<file path="config.mk">
export PLATFORM = sky130hd
export DESIGN_NAME = eth_vlan_ip_udp_header_parser_flat
export DESIGN_NICKNAME = d
export VERILOG_FILES = /design/src/rtl/eth_hp_pkg.sv /design/src/rtl/eth_hp_in_if.sv /design/src/rtl/eth_hp_out_if.sv /design/src/rtl/eth_vlan_ip_udp_header_parser.sv /design/src/flat_wrapper.sv
export SDC_FILE = /design/constraint.sdc
export NUM_CORES = 2
export LEC_CHECK = 0
export BUFFER_PORTS_ARGS = -buffer_cell sky130_fd_sc_hd__buf_2
export CORE_ASPECT_RATIO = 1.5
export CORE_MARGIN = 3
export CORE_UTILIZATION = 59
export CTS_CLUSTER_DIAMETER = 80
export DETAILED_ROUTE_END_ITERATION = 10
export GPL_TIMING_DRIVEN = 1
export PLACE_DENSITY = 0.87
export SYNTH_ARGS = -nofsm -noshare
export SYNTH_HDL_FRONTEND = slang
export SYNTH_SLANG_ARGS = --single-unit
</file>
<file path="constraint.sdc">
create_clock -name i_clk -period 13.95 [get_ports i_clk]
set_clock_uncertainty 0.1 [all_clocks]
set_input_delay 0.6975 -clock i_clk [delete_from_list [all_inputs] [get_ports i_clk]]
set_output_delay 0.6975 -clock i_clk [all_outputs]
set_load 0.01 [all_outputs]
</file>
<file path="src/rtl/eth_hp_pkg.sv">
// types and constants shared by the ethernet / vlan / ip / udp header parser
package eth_hp_pkg;

    localparam int unsigned DATA_W   = 8;
    localparam int unsigned POS_W    = 7;
    localparam int unsigned MAC_W    = 48;
    localparam int unsigned ADDR_W   = 64;
    localparam int unsigned WORD_W   = 16;
    localparam int unsigned IHB_W    = 6;
    localparam int unsigned TAG_W    = 2;

    localparam logic [POS_W-1:0]  POS_MAX      = 7'h7F;
    localparam logic [WORD_W-1:0] ETYPE_IPV4   = 16'h0800;
    localparam logic [WORD_W-1:0] ETYPE_IPV6   = 16'h86DD;
    localparam logic [WORD_W-1:0] TPID_8021Q   = 16'h8100;
    localparam logic [WORD_W-1:0] TPID_8021AD  = 16'h88A8;
    localparam logic [DATA_W-1:0] PROTO_UDP    = 8'd17;
    localparam logic [3:0]        IP_VERSION_4 = 4'h4;
    localparam logic [IHB_W-1:0]  IPV4_MIN_HDR = 6'd20;

    // header byte offsets within each stage
    localparam logic [POS_W-1:0] ETH_SRC_OFF   = 7'd6;
    localparam logic [POS_W-1:0] ETH_TYPE_OFF  = 7'd12;
    localparam logic [POS_W-1:0] ETH_LAST_OFF  = 7'd13;
    localparam logic [POS_W-1:0] VLAN_TYPE_OFF = 7'd2;
    localparam logic [POS_W-1:0] VLAN_LAST_OFF = 7'd3;
    localparam logic [POS_W-1:0] IPV4_PROTO    = 7'd9;
    localparam logic [POS_W-1:0] IPV4_SRC_OFF  = 7'd12;
    localparam logic [POS_W-1:0] IPV4_DST_OFF  = 7'd16;
    localparam logic [POS_W-1:0] IPV4_END_OFF  = 7'd20;
    localparam logic [POS_W-1:0] IPV6_PROTO    = 7'd6;
    localparam logic [POS_W-1:0] IPV6_ADDR_OFF = 7'd8;
    localparam logic [POS_W-1:0] IPV6_END_OFF  = 7'd40;
    localparam logic [POS_W-1:0] IPV6_LAST_OFF = 7'd39;
    localparam logic [POS_W-1:0] UDP_WORDS_END = 7'd6;
    localparam logic [POS_W-1:0] UDP_LAST_OFF  = 7'd7;

    typedef enum logic [1:0] {
        ST_OK      = 2'd0,
        ST_FORMERR = 2'd1,
        ST_NOTIMP  = 2'd2
    } t_status;

    typedef enum logic [3:0] {
        STG_ETH  = 4'd0,
        STG_VLAN = 4'd1,
        STG_IPV4 = 4'd2,
        STG_IPV6 = 4'd3,
        STG_UDP  = 4'd4,
        STG_DONE = 4'd5,
        STG_HALT = 4'd6
    } t_stage;

    typedef struct packed {
        t_status             status;
        logic                is_ipv4;
        logic [MAC_W-1:0]    dst_mac;
        logic [MAC_W-1:0]    src_mac;
        logic [ADDR_W-1:0]   src_ip_high;
        logic [ADDR_W-1:0]   src_ip_low;
        logic [ADDR_W-1:0]   dst_ip_high;
        logic [ADDR_W-1:0]   dst_ip_low;
        logic [WORD_W-1:0]   src_port;
        logic [WORD_W-1:0]   dst_port;
        logic [WORD_W-1:0]   udp_length;
        logic [POS_W-1:0]    payload_offset;
    } t_result;

endpackage

</file>
<file path="src/rtl/eth_hp_in_if.sv">
// frame byte channel: one byte per transfer with a last-byte mark
interface eth_hp_in_if;
    import eth_hp_pkg::*;

    logic              valid;
    logic              ready;
    logic [DATA_W-1:0] data_byte;
    logic              last_byte;

    modport source (output valid, data_byte, last_byte, input ready);
    modport sink   (input valid, data_byte, last_byte, output ready);
endinterface

</file>
<file path="src/rtl/eth_hp_out_if.sv">
// parse result channel: one transfer per frame
interface eth_hp_out_if;
    import eth_hp_pkg::*;

    logic              valid;
    logic              ready;
    logic [1:0]        status;
    logic              is_ipv4;
    logic [MAC_W-1:0]  dst_mac;
    logic [MAC_W-1:0]  src_mac;
    logic [ADDR_W-1:0] src_ip_high;
    logic [ADDR_W-1:0] src_ip_low;
    logic [ADDR_W-1:0] dst_ip_high;
    logic [ADDR_W-1:0] dst_ip_low;
    logic [WORD_W-1:0] src_port;
    logic [WORD_W-1:0] dst_port;
    logic [WORD_W-1:0] udp_length;
    logic [POS_W-1:0]  payload_offset;

    modport source (
        output valid, status, is_ipv4, dst_mac, src_mac, src_ip_high, src_ip_low,
               dst_ip_high, dst_ip_low, src_port, dst_port, udp_length, payload_offset,
        input  ready
    );
    modport sink (
        input  valid, status, is_ipv4, dst_mac, src_mac, src_ip_high, src_ip_low,
               dst_ip_high, dst_ip_low, src_port, dst_port, udp_length, payload_offset,
        output ready
    );
endinterface

</file>
<file path="src/rtl/eth_vlan_ip_udp_header_parser.sv">
// streaming ethernet / vlan / ipv4 / ipv6 / udp header parser, top level
//
// Frame bytes enter one per transfer, from byte 0, with last_byte set on the
// final byte. Destination and source MACs and the ethertype are captured, up to
// MAX_VLAN_TAGS 802.1Q / 802.1ad tags are skipped, then an IPv4 header (version
// 4, IHL >= 5, options skipped) or a 40-byte IPv6 header is parsed, then the
// UDP ports and length. Exactly one result is given per frame, in the result
// register once its last byte leaves the input register; status is ok, format
// error (truncated or bad IPv4 header) or not implemented (other ethertype, too
// many tags, or not UDP), and every field other than status reads zero unless
// status is ok. The block takes one byte every cycle unless a last byte waits:
// each byte goes through an input register and a single pass of small compares
// and shifts into the parser state. Only a last byte waits, in the input register,
// while an earlier result is still held on the output; no byte is taken meanwhile.
module eth_vlan_ip_udp_header_parser #(
    parameter int unsigned MAX_VLAN_TAGS = 2
) (
    input  logic                i_clk,
    input  logic                i_rst_n,
    eth_hp_in_if.sink           i_in,
    eth_hp_out_if.source        o_out
);
    import eth_hp_pkg::*;

    localparam logic [TAG_W-1:0] MaxTags = TAG_W'(MAX_VLAN_TAGS);

    // input register
    logic              r_in_valid;
    logic [DATA_W-1:0] r_in_data;
    logic              r_in_last;

    // parser state
    logic [POS_W-1:0]  r_pos,        n_pos;
    t_stage            r_stage,      n_stage;
    logic [TAG_W-1:0]  r_tag_count,  n_tag_count;
    logic [WORD_W-1:0] r_ether_type, n_ether_type;
    logic [IHB_W-1:0]  r_ihb,        n_ihb;
    logic [DATA_W-1:0] r_proto,      n_proto;
    logic              r_ipv4,       n_ipv4;
    logic [POS_W-1:0]  r_start,      n_start;
    logic [MAC_W-1:0]  r_mac  [2];
    logic [MAC_W-1:0]  n_mac  [2];
    logic [ADDR_W-1:0] r_addr [4];
    logic [ADDR_W-1:0] n_addr [4];
    logic [WORD_W-1:0] r_udp  [3];
    logic [WORD_W-1:0] n_udp  [3];
    t_status           r_status,     n_status;

    // result register
    logic              r_out_valid;
    t_result           r_out;
    t_result           n_out;

    logic              advance;
    logic [POS_W-1:0]  off;
    logic [POS_W-1:0] v6_rel;
    logic [POS_W-1:0]  next_start;
    logic [WORD_W-1:0] et_shift;
    logic              do_dispatch;
    logic              do_finish;
    logic              is_tag;
    t_status           final_status;

    assign advance    = r_in_valid && (!r_in_last || !r_out_valid || o_out.ready);
    assign i_in.ready = !r_in_valid || advance;

    always_comb begin
        off        = r_pos - r_start;
        v6_rel     = off - IPV6_ADDR_OFF;
        next_start = r_pos + POS_W'(1);
        et_shift   = {r_ether_type[WORD_W-DATA_W-1:0], r_in_data};
        is_tag     = (et_shift == TPID_8021Q) || (et_shift == TPID_8021AD);

        n_pos        = (r_pos != POS_MAX) ? r_pos + POS_W'(1) : r_pos;
        n_stage      = r_stage;
        n_tag_count  = r_tag_count;
        n_ether_type = r_ether_type;
        n_ihb        = r_ihb;
        n_proto      = r_proto;
        n_ipv4       = r_ipv4;
        n_start      = r_start;
        n_mac        = r_mac;
        n_addr       = r_addr;
        n_udp        = r_udp;
        n_status     = r_status;
        do_dispatch  = 1'b0;
        do_finish    = 1'b0;

        case (r_stage)
            STG_ETH: begin
                if (off < ETH_SRC_OFF) begin
                    n_mac[0] = {r_mac[0][MAC_W-DATA_W-1:0], r_in_data};
                end else if (off < ETH_TYPE_OFF) begin
                    n_mac[1] = {r_mac[1][MAC_W-DATA_W-1:0], r_in_data};
                end else begin
                    n_ether_type = et_shift;
                end
                do_dispatch = (off == ETH_LAST_OFF);
            end
            STG_VLAN: begin
                if (off >= VLAN_TYPE_OFF) begin
                    n_ether_type = et_shift;
                end
                do_dispatch = (off == VLAN_LAST_OFF);
            end
            STG_IPV4: begin
                if (off == '0) begin
                    n_ihb = {r_in_data[3:0], 2'b00};
                    if (r_in_data[7:4] != IP_VERSION_4 || n_ihb < IPV4_MIN_HDR) begin
                        n_status = ST_FORMERR;
                        n_stage  = STG_HALT;
                    end
                end else begin
                    if (off == IPV4_PROTO) begin
                        n_proto = r_in_data;
                    end else if (off >= IPV4_SRC_OFF && off < IPV4_DST_OFF) begin
                        n_addr[1] = {r_addr[1][ADDR_W-DATA_W-1:0], r_in_data};
                    end else if (off >= IPV4_DST_OFF && off < IPV4_END_OFF) begin
                        n_addr[3] = {r_addr[3][ADDR_W-DATA_W-1:0], r_in_data};
                    end
                    do_finish = ((off + POS_W'(1)) == {1'b0, r_ihb});
                end
            end
            STG_IPV6: begin
                if (off == IPV6_PROTO) begin
                    n_proto = r_in_data;
                end else if (off >= IPV6_ADDR_OFF && off < IPV6_END_OFF) begin
                    for (int k = 0; k < 4; k++) begin
                        if (v6_rel[4:3] == 2'(k)) begin
                            n_addr[k] = {r_addr[k][ADDR_W-DATA_W-1:0], r_in_data};
                        end
                    end
                end
                do_finish = (off == IPV6_LAST_OFF);
            end
            STG_UDP: begin
                if (off < UDP_WORDS_END) begin
                    for (int k = 0; k < 3; k++) begin
                        if (off[2:1] == 2'(k)) begin
                            n_udp[k] = {r_udp[k][WORD_W-DATA_W-1:0], r_in_data};
                        end
                    end
                end
                if (off == UDP_LAST_OFF) begin
                    n_stage = STG_DONE;
                    n_start = next_start;
                end
            end
            default: begin
            end
        endcase

        if (do_dispatch) begin
            if (is_tag && r_tag_count < MaxTags) begin
                n_tag_count = r_tag_count + TAG_W'(1);
                n_stage     = STG_VLAN;
                n_start     = next_start;
            end else if (et_shift == ETYPE_IPV4) begin
                n_ipv4  = 1'b1;
                n_stage = STG_IPV4;
                n_start = next_start;
            end else if (et_shift == ETYPE_IPV6) begin
                n_ipv4  = 1'b0;
                n_stage = STG_IPV6;
                n_start = next_start;
            end else begin
                n_status = ST_NOTIMP;
                n_stage  = STG_HALT;
            end
        end

        if (do_finish) begin
            if (n_proto == PROTO_UDP) begin
                n_stage = STG_UDP;
                n_start = next_start;
            end else begin
                n_status = ST_NOTIMP;
                n_stage  = STG_HALT;
            end
        end

        case (n_stage)
            STG_DONE: final_status = ST_OK;
            STG_HALT: final_status = n_status;
            default:  final_status = ST_FORMERR;
        endcase

        n_out        = '0;
        n_out.status = final_status;
        if (final_status == ST_OK) begin
            n_out.is_ipv4        = n_ipv4;
            n_out.dst_mac        = n_mac[0];
            n_out.src_mac        = n_mac[1];
            n_out.src_ip_high    = n_addr[0];
            n_out.src_ip_low     = n_addr[1];
            n_out.dst_ip_high    = n_addr[2];
            n_out.dst_ip_low     = n_addr[3];
            n_out.src_port       = n_udp[0];
            n_out.dst_port       = n_udp[1];
            n_out.udp_length     = n_udp[2];
            n_out.payload_offset = n_start;
        end
    end

    // input register
    always_ff @(posedge i_clk) begin
        if (!i_rst_n) begin
            r_in_valid <= 1'b0;
        end else if (i_in.ready) begin
            r_in_valid <= i_in.valid;
        end
        if (i_in.valid && i_in.ready) begin
            r_in_data <= i_in.data_byte;
            r_in_last <= i_in.last_byte;
        end
    end

    // parser state, cleared after the last byte of each frame
    always_ff @(posedge i_clk) begin
        if (!i_rst_n || (advance && r_in_last)) begin
            r_pos        <= '0;
            r_stage      <= STG_ETH;
            r_tag_count  <= '0;
            r_ether_type <= '0;
            r_ihb        <= '0;
            r_proto      <= '0;
            r_ipv4       <= 1'b0;
            r_start      <= '0;
            r_mac        <= '{default: '0};
            r_addr       <= '{default: '0};
            r_udp        <= '{default: '0};
            r_status     <= ST_OK;
        end else if (advance) begin
            r_pos        <= n_pos;
            r_stage      <= n_stage;
            r_tag_count  <= n_tag_count;
            r_ether_type <= n_ether_type;
            r_ihb        <= n_ihb;
            r_proto      <= n_proto;
            r_ipv4       <= n_ipv4;
            r_start      <= n_start;
            r_mac        <= n_mac;
            r_addr       <= n_addr;
            r_udp        <= n_udp;
            r_status     <= n_status;
        end
    end

    // result register
    always_ff @(posedge i_clk) begin
        if (!i_rst_n) begin
            r_out_valid <= 1'b0;
        end else if (advance && r_in_last) begin
            r_out_valid <= 1'b1;
        end else if (o_out.ready) begin
            r_out_valid <= 1'b0;
        end
        if (advance && r_in_last) begin
            r_out <= n_out;
        end
    end

    assign o_out.valid          = r_out_valid;
    assign o_out.status         = r_out.status;
    assign o_out.is_ipv4        = r_out.is_ipv4;
    assign o_out.dst_mac        = r_out.dst_mac;
    assign o_out.src_mac        = r_out.src_mac;
    assign o_out.src_ip_high    = r_out.src_ip_high;
    assign o_out.src_ip_low     = r_out.src_ip_low;
    assign o_out.dst_ip_high    = r_out.dst_ip_high;
    assign o_out.dst_ip_low     = r_out.dst_ip_low;
    assign o_out.src_port       = r_out.src_port;
    assign o_out.dst_port       = r_out.dst_port;
    assign o_out.udp_length     = r_out.udp_length;
    assign o_out.payload_offset = r_out.payload_offset;

endmodule
</file>
<file path="src/flat_wrapper.sv">
// flat-port wrapper written by rule: the top's interface ports become plain ports
module eth_vlan_ip_udp_header_parser_flat import eth_hp_pkg::*;
#(
    parameter int unsigned MAX_VLAN_TAGS = 2
)
  (i_clk, i_rst_n, i_in_valid, i_in_data_byte, i_in_last_byte, i_in_ready, o_out_valid, o_out_status, o_out_is_ipv4, o_out_dst_mac, o_out_src_mac, o_out_src_ip_high, o_out_src_ip_low, o_out_dst_ip_high, o_out_dst_ip_low, o_out_src_port, o_out_dst_port, o_out_udp_length, o_out_payload_offset, o_out_ready);
  eth_hp_in_if i_in_i ();
  eth_hp_out_if o_out_i ();
  input  logic i_clk;
  input  logic i_rst_n;
  input wire logic [$bits(i_in_i.valid)-1:0] i_in_valid;
  input wire logic [$bits(i_in_i.data_byte)-1:0] i_in_data_byte;
  input wire logic [$bits(i_in_i.last_byte)-1:0] i_in_last_byte;
  output wire logic [$bits(i_in_i.ready)-1:0] i_in_ready;
  output wire logic [$bits(o_out_i.valid)-1:0] o_out_valid;
  output wire logic [$bits(o_out_i.status)-1:0] o_out_status;
  output wire logic [$bits(o_out_i.is_ipv4)-1:0] o_out_is_ipv4;
  output wire logic [$bits(o_out_i.dst_mac)-1:0] o_out_dst_mac;
  output wire logic [$bits(o_out_i.src_mac)-1:0] o_out_src_mac;
  output wire logic [$bits(o_out_i.src_ip_high)-1:0] o_out_src_ip_high;
  output wire logic [$bits(o_out_i.src_ip_low)-1:0] o_out_src_ip_low;
  output wire logic [$bits(o_out_i.dst_ip_high)-1:0] o_out_dst_ip_high;
  output wire logic [$bits(o_out_i.dst_ip_low)-1:0] o_out_dst_ip_low;
  output wire logic [$bits(o_out_i.src_port)-1:0] o_out_src_port;
  output wire logic [$bits(o_out_i.dst_port)-1:0] o_out_dst_port;
  output wire logic [$bits(o_out_i.udp_length)-1:0] o_out_udp_length;
  output wire logic [$bits(o_out_i.payload_offset)-1:0] o_out_payload_offset;
  input wire logic [$bits(o_out_i.ready)-1:0] o_out_ready;
  assign i_in_i.valid = i_in_valid;
  assign i_in_i.data_byte = i_in_data_byte;
  assign i_in_i.last_byte = i_in_last_byte;
  assign i_in_ready = i_in_i.ready;
  assign o_out_valid = o_out_i.valid;
  assign o_out_status = o_out_i.status;
  assign o_out_is_ipv4 = o_out_i.is_ipv4;
  assign o_out_dst_mac = o_out_i.dst_mac;
  assign o_out_src_mac = o_out_i.src_mac;
  assign o_out_src_ip_high = o_out_i.src_ip_high;
  assign o_out_src_ip_low = o_out_i.src_ip_low;
  assign o_out_dst_ip_high = o_out_i.dst_ip_high;
  assign o_out_dst_ip_low = o_out_i.dst_ip_low;
  assign o_out_src_port = o_out_i.src_port;
  assign o_out_dst_port = o_out_i.dst_port;
  assign o_out_udp_length = o_out_i.udp_length;
  assign o_out_payload_offset = o_out_i.payload_offset;
  assign o_out_i.ready = o_out_ready;
  eth_vlan_ip_udp_header_parser #(.MAX_VLAN_TAGS(MAX_VLAN_TAGS)) u_core (.i_clk(i_clk), .i_rst_n(i_rst_n), .i_in(i_in_i), .o_out(o_out_i));
endmodule
</file>
==> Word-level counts from Yosys, hierarchy flattened <==
Index checks and enable logic that the tools add are counted.
{ "totals": {"regBits": 864, "inputBits": 13, "out_inout_bits": 412, "elab_cells": 177} }
{ "classes": {"add_sub_neg": 5, "magnitude_cmp": 11, "n_eq_ne": 28, "mux": 71, "reduce_logical": 28} }
{ "op_table": {"columns": ["cell", "n"], "rows": [
  ["$mux W64", 13],
  ["$mux W256", 2],
  ["$pmux W64 S2", 2],
  ["$mux W48", 5],
  ["$mux W96", 1],
  ["$mux W7", 8],
  ["$eq A16 B16 Y1 const B", 3],
  ["$mux W16", 3],
  ["$mux W8", 6],
  ["$pmux W8 S2", 2],
  ["$mux W4", 7],
  ["$mux W2", 10],
  ["$eq A16 B12 Y1 const B", 1],
  ["$add A7 B1 Y7 const B", 2],
  ["$eq A7 B3 Y1 const B", 2],
  ["$eq A7 B4 Y1 const B", 2],
  ["$ge A7 B4 Y1 const B", 2],
  ["$lt A7 B5 Y1 const B", 2],
  ["$eq A4 B3 Y1 const B", 3],
  ["$eq A4 B2 Y1 const B", 2],
  ["$eq A8 B5 Y1 const B", 1],
  ["$pmux W4 S2", 1],
  ["$eq A7 B2 Y1 const B", 1],
  ["$eq A7 B6 Y1", 1],
  ["32 further kinds", 61]
]} }

==> Logic depth before layout (Yosys ltp) <==
{ "depth": {"depth_word": 13, "depth_mapped": 16, "depth_no_buf": 12} }

==> Least setup slack after synthesis <==
OpenSTA, ideal clock, no wires.
{ "synth_path": {"kind": "input port to flip-flop", "start": "input o_out_ready", "end": "register u_core.r_out (netlist bit u_core.o_out.dst_ip_high[0]) (enable)", "setup_ns": 0.759, "arrival_time_ns": 9.175, "t_required_ns": 13.091, "slack_ns": 3.916, "cell_stages": 6, "path_buffers": 1, "path_cell_list": "nor2b_1 > nand2_1 > and2_1 > clkbuf_1 > nand2_1 > inv_1"} }
{ "synth_between": {"elab_chain_cells": 3} }
{ "synth_rtl": {"columns": ["item", "line", "text"], "rows": [
  ["start: declaration", "flat_wrapper.sv:28", "input wire logic [$bits(o_out_i.ready)-1:0] o_out_ready;"],
  ["$logic_or A1 B1 Y1", "eth_vlan_ip_udp_header_parser.sv:64", "assign advance = r_in_valid && (!r_in_last || !r_out_valid || o_out.ready);"],
  ["$logic_and A1 B1 Y1", "eth_vlan_ip_udp_header_parser.sv:64", null],
  ["$logic_and A1 B1 Y1", "eth_vlan_ip_udp_header_parser.sv:258", "if (advance && r_in_last) begin"],
  ["end signal: assignment", "eth_vlan_ip_udp_header_parser.sv:259", "r_out <= n_out;"],
  ["end: declaration", "eth_vlan_ip_udp_header_parser.sv:51", "t_result r_out;"]
]} }
No other way between the ends.
A chain may end at the register's enable or synchronous reset.

==> Worst setup path in the final report <==
{ "layout_path": {"start": "register u_core.r_pos[0]", "end": "register u_core.r_out (netlist bit u_core.o_out.src_ip_low[63]) (data pin)"} }
{ "layout_between": {"elab_chain_cells": 12, "elab_cells_between_ends": 51, "cone_classes": "add/sub (3); order compare (4); eq/ne (11); mux (29); reduce/logical (4)"} }
{ "layout_rtl": {"columns": ["item", "line", "text"], "rows": [
  ["start: declaration", "eth_vlan_ip_udp_header_parser.sv:33", "logic [POS_W-1:0] r_pos, n_pos;"],
  ["start signal: assignment", "eth_vlan_ip_udp_header_parser.sv:234", "r_pos <= n_pos;"],
  ["$sub A7 B7 Y7 (*)", "eth_vlan_ip_udp_header_parser.sv:68", "off = r_pos - r_start;"],
  ["branches (longest 11 deep; another with $add A7 B1 Y7)", null, null]
]} }
Mark *: on every way between the ends.

==> out/qor.txt <==
total die area = 66090 µm²
Mapped Area = 37160 µm²
Setup WS pre-CTS = 8.225 ns
relative max-transition margin = 0.2621%
commonest non-fill, non-tap cell in the layout = nand2_1
DRT iter0 DRCs = 2438
Worst Hold Depth = 1
FFs w/ async S/R, synth = 0%
synthesis-to-layout area growth = 12.83%
crit-path cells = inv_1 > ha_1 > fa_1 > nor2b_1 > o22ai_2 > xor2_1 > nand4_1 > nor2_2 > mux2i_1 > a2111oi_2 > a31oi_4 > buf_4 > buf_12 > nor3_1
initial core utilization = 59.72%
I/O Buffers = 424
Unique masters post-synth = 63
Clock Tree Buf Depth = 3
height of the die = 313.4 µm
Post-Place Cells = 4475
Slew Limit Fails = 0
final critical-path setup slack = 8.116 ns
met3 Resource Use GR = 3.963%
Global Route Usage Sum = 27.87%
run status = completed
RSZ-0062 raised after global routing = no
min-delay worst type = input pin to flip-flop
routed length per instance = 20.61 µm
Sink Count = 864
crit path DAT = 6.06 ns
Gate power share = 3.5%
crit start category = flip-flop
met1 Use GR = 34.69%
DRT antenna net count = 0
CP top delay family = buffers and inverters
clk slew on worst S/H paths = 0.07 ns
Synth Warn # = 0
Final Cell Area = 41930 µm²
sequential area share after synthesis = 57.83%
CTS Hold Bufs = 0
Sum Neg Setup Slack = 0 ns
GR Overflow Total = 0
crit path buf inv count = 3
PnR Total Power = 0.005017 W
first-pass GRT wire length = 146500 µm
commonest non-fill, non-tap cells in the layout = nand2_1, dfxtp_1, mux2i_1, buf_2, edfxtp_1
worst-skew pair later-pin latency = 0.64 ns
largest net degree at the start of global routing = 189
worst-margin pin slew = 1.496 ns
# Post-CTS Setup Buffers = 0
max incr delay on CP = 0.71 ns
Power Internal = 0.003919 W
CP required = 14.18 ns
Synth Instances = 3507
Most Crowded Layer GR = met2
drt total wl = 95180 µm
worst reg-to-reg path cell count = 14
Final Hold Fails = 0
P_leak = 15.52 nW
Hold Path End = u_core.r_in_data[3]
reg2reg setup slack = 8.12 ns
Avg Cell Area, Syn = 10.60 µm²
HPWL Detailed = 57540 µm
layout cell share with drive strength beyond 1 = 21.38%
Via Count = 27467
Top FF cell, synth = dfxtp_1
Horiz. Die Dim = 210.9 µm
Antenna diodes = 0
CTS tree = yes
Finish-stage setup viols = 0
Max H-tree Level = 3
crit end category = flip-flop
vias per cell = 5.947
Clock Root Buffer = clkbuf_16
gp weighted congestion = 0.8768
Yosys reg bits = 864
# DRC = 0
Reg2Reg Launch Point = u_core.r_pos[0]
Peak Freq = 0.1714 GHz
WS Path Type = flip-flop to flip-flop
met2 Use GR = 46.87%
Final period util = 41.82%
Nets = 3778
Mapped Nets = 3528
initial antenna violation count = 0
Worst path slowest cell = buf_4
clock power share = 43.1%
CP max FO = 144
Final min period = 5.834 ns
Num CTS Buffers = 78
worst r2r dst = u_core.o_out.src_ip_low[63]
row count = 112
NetSw = 0.001097 W
Post-synth EDFFs = 419
drt first pass iters = 5
Sw Ratio = 21.87%
max-capacitance violation count = 0
Placed Area = 39380 µm²
hold path startpoint = i_in_data_byte[3]
Reg power frac = 53.4%
I/O Pins = 425
final cell count without fillers = 4619
Power Dens Cells = 119.6 nW/µm²
Peak VDD IR = 0.1322 mV
vias in the first global route = 26274
PostCTS Resize Cnt = 0
CORE AREA = 62220 µm²
-- final cells by class --
| type | count | area, µm² |
|---|---|---|
| sequential | 864 | 21490 |
| fill | 4500 | 20290 |
| multi-input combinational | 2336 | 14370 |
| timing repair buffer | 466 | 2475 |
| clock buffer | 119 | 2290 |
| tap | 798 | 998.5 |
| clock inverter | 25 | 260.3 |
| inverter | 11 | 48.80 |
-- registers in the layout (all words and copies together), names as in the netlist, 8 cells and up --
name                      cells
u_core.r_udp                 48
u_core.r_ether_type           8
u_core.r_in_data              8
u_core.o_out.udp_length      16
u_core.o_out.src_ip_high     64
u_core.o_out.dst_ip_high     64
u_core.o_out.src_mac         48
u_core.r_addr               256
u_core.o_out.dst_mac         48
u_core.r_proto                8
u_core.o_out.dst_port        16
u_core.o_out.dst_ip_low      64
u_core.o_out.src_ip_low      64
u_core.o_out.src_port        16
u_core.r_mac                 96
-- cell usage after synthesis (7+ instances only) --
cell        n  area [µm²]
edfxtp_1  419       12580
buf_1      10       37.54
nor3_2    202        2022
inv_1      11       41.29
buf_2      50       250.2
dfxtp_1   445        8909
ha_1        7       87.58
clkbuf_1  210       788.3
nor4_1      9       56.30
xnor2_1     9       78.83
nor3_1    223        1116
or3_1      10       62.56
nand3_1    13       65.06
a21oi_1   411        2057
and2_1      9       56.30
a31oi_1     7       43.79
mux2i_1   436        4364
nor2_1     51       191.4
xor2_1     10       87.58
buf_6      23       259.0
nor2b_1    10       62.56
nand2_1   836        3138
-- logic make-up (layout without fill, tap and decap cells) --
group	after synthesis	count (layout)	synth area share, %
buffers and inverters	307	621	3.764
flip-flops	864	864	57.83
AND/OR/NAND/NOR	1410	1410	19.14
multiplexers	436	436	11.74
AO/OA/AOI/OAI	461	461	6.660
adder cells (fa/ha/maj)	8	8	0.2896
XOR/XNOR	21	21	0.5690
-- power by group through the flow --
stage | registers [W] | clock network [W] | logic [W]
after floorplan | 0.00275 | 0 | 0.000107
after global placement | 0.00273 | 0 | 0.000173
after detailed placement | 0.00274 | 0 | 0.000175
after CTS | 0.00268 | 0.00219 | 0.000175
after global routing | 0.00268 | 0.00228 | 0.000186
final | 0.00268 | 0.00216 | 0.000175
-- routing by layer --
metal  wire, µm  vias up
li1           -    12785
met1      36000    13299
met2      47740     1128
met3       6031      255
met4       5399        0
met5          0        -
-- worst max-delay path by stage --
stage,depth (start not counted),slack (ns),end,start
floorplan,6,3.92,u_core.o_out.dst_ip_high[0],o_out_ready
global route,14,7.68,u_core.o_out.src_ip_low[63],u_core.r_pos[0]
global placement,12,8.36,u_core.o_out.src_ip_high[45],u_core.r_pos[0]
CTS,12,8.24,u_core.o_out.src_ip_high[45],u_core.r_pos[0]
finish,14,8.12,u_core.o_out.src_ip_low[63],u_core.r_pos[0]
detailed placement,14,8.22,u_core.o_out.src_ip_high[45],u_core.r_pos[0]
-- through the flow --
step                      utilization (%)  hold slack (ns)
final                               67.39           0.1477
after global routing                67.39           0.1320
after CTS                           67.39           0.1138
after detailed placement            63.29           0.3444
after global placement              63.29           0.3375
after floorplan                         -           0.3315
No activity file was read; power rests on OpenSTA's default activity.
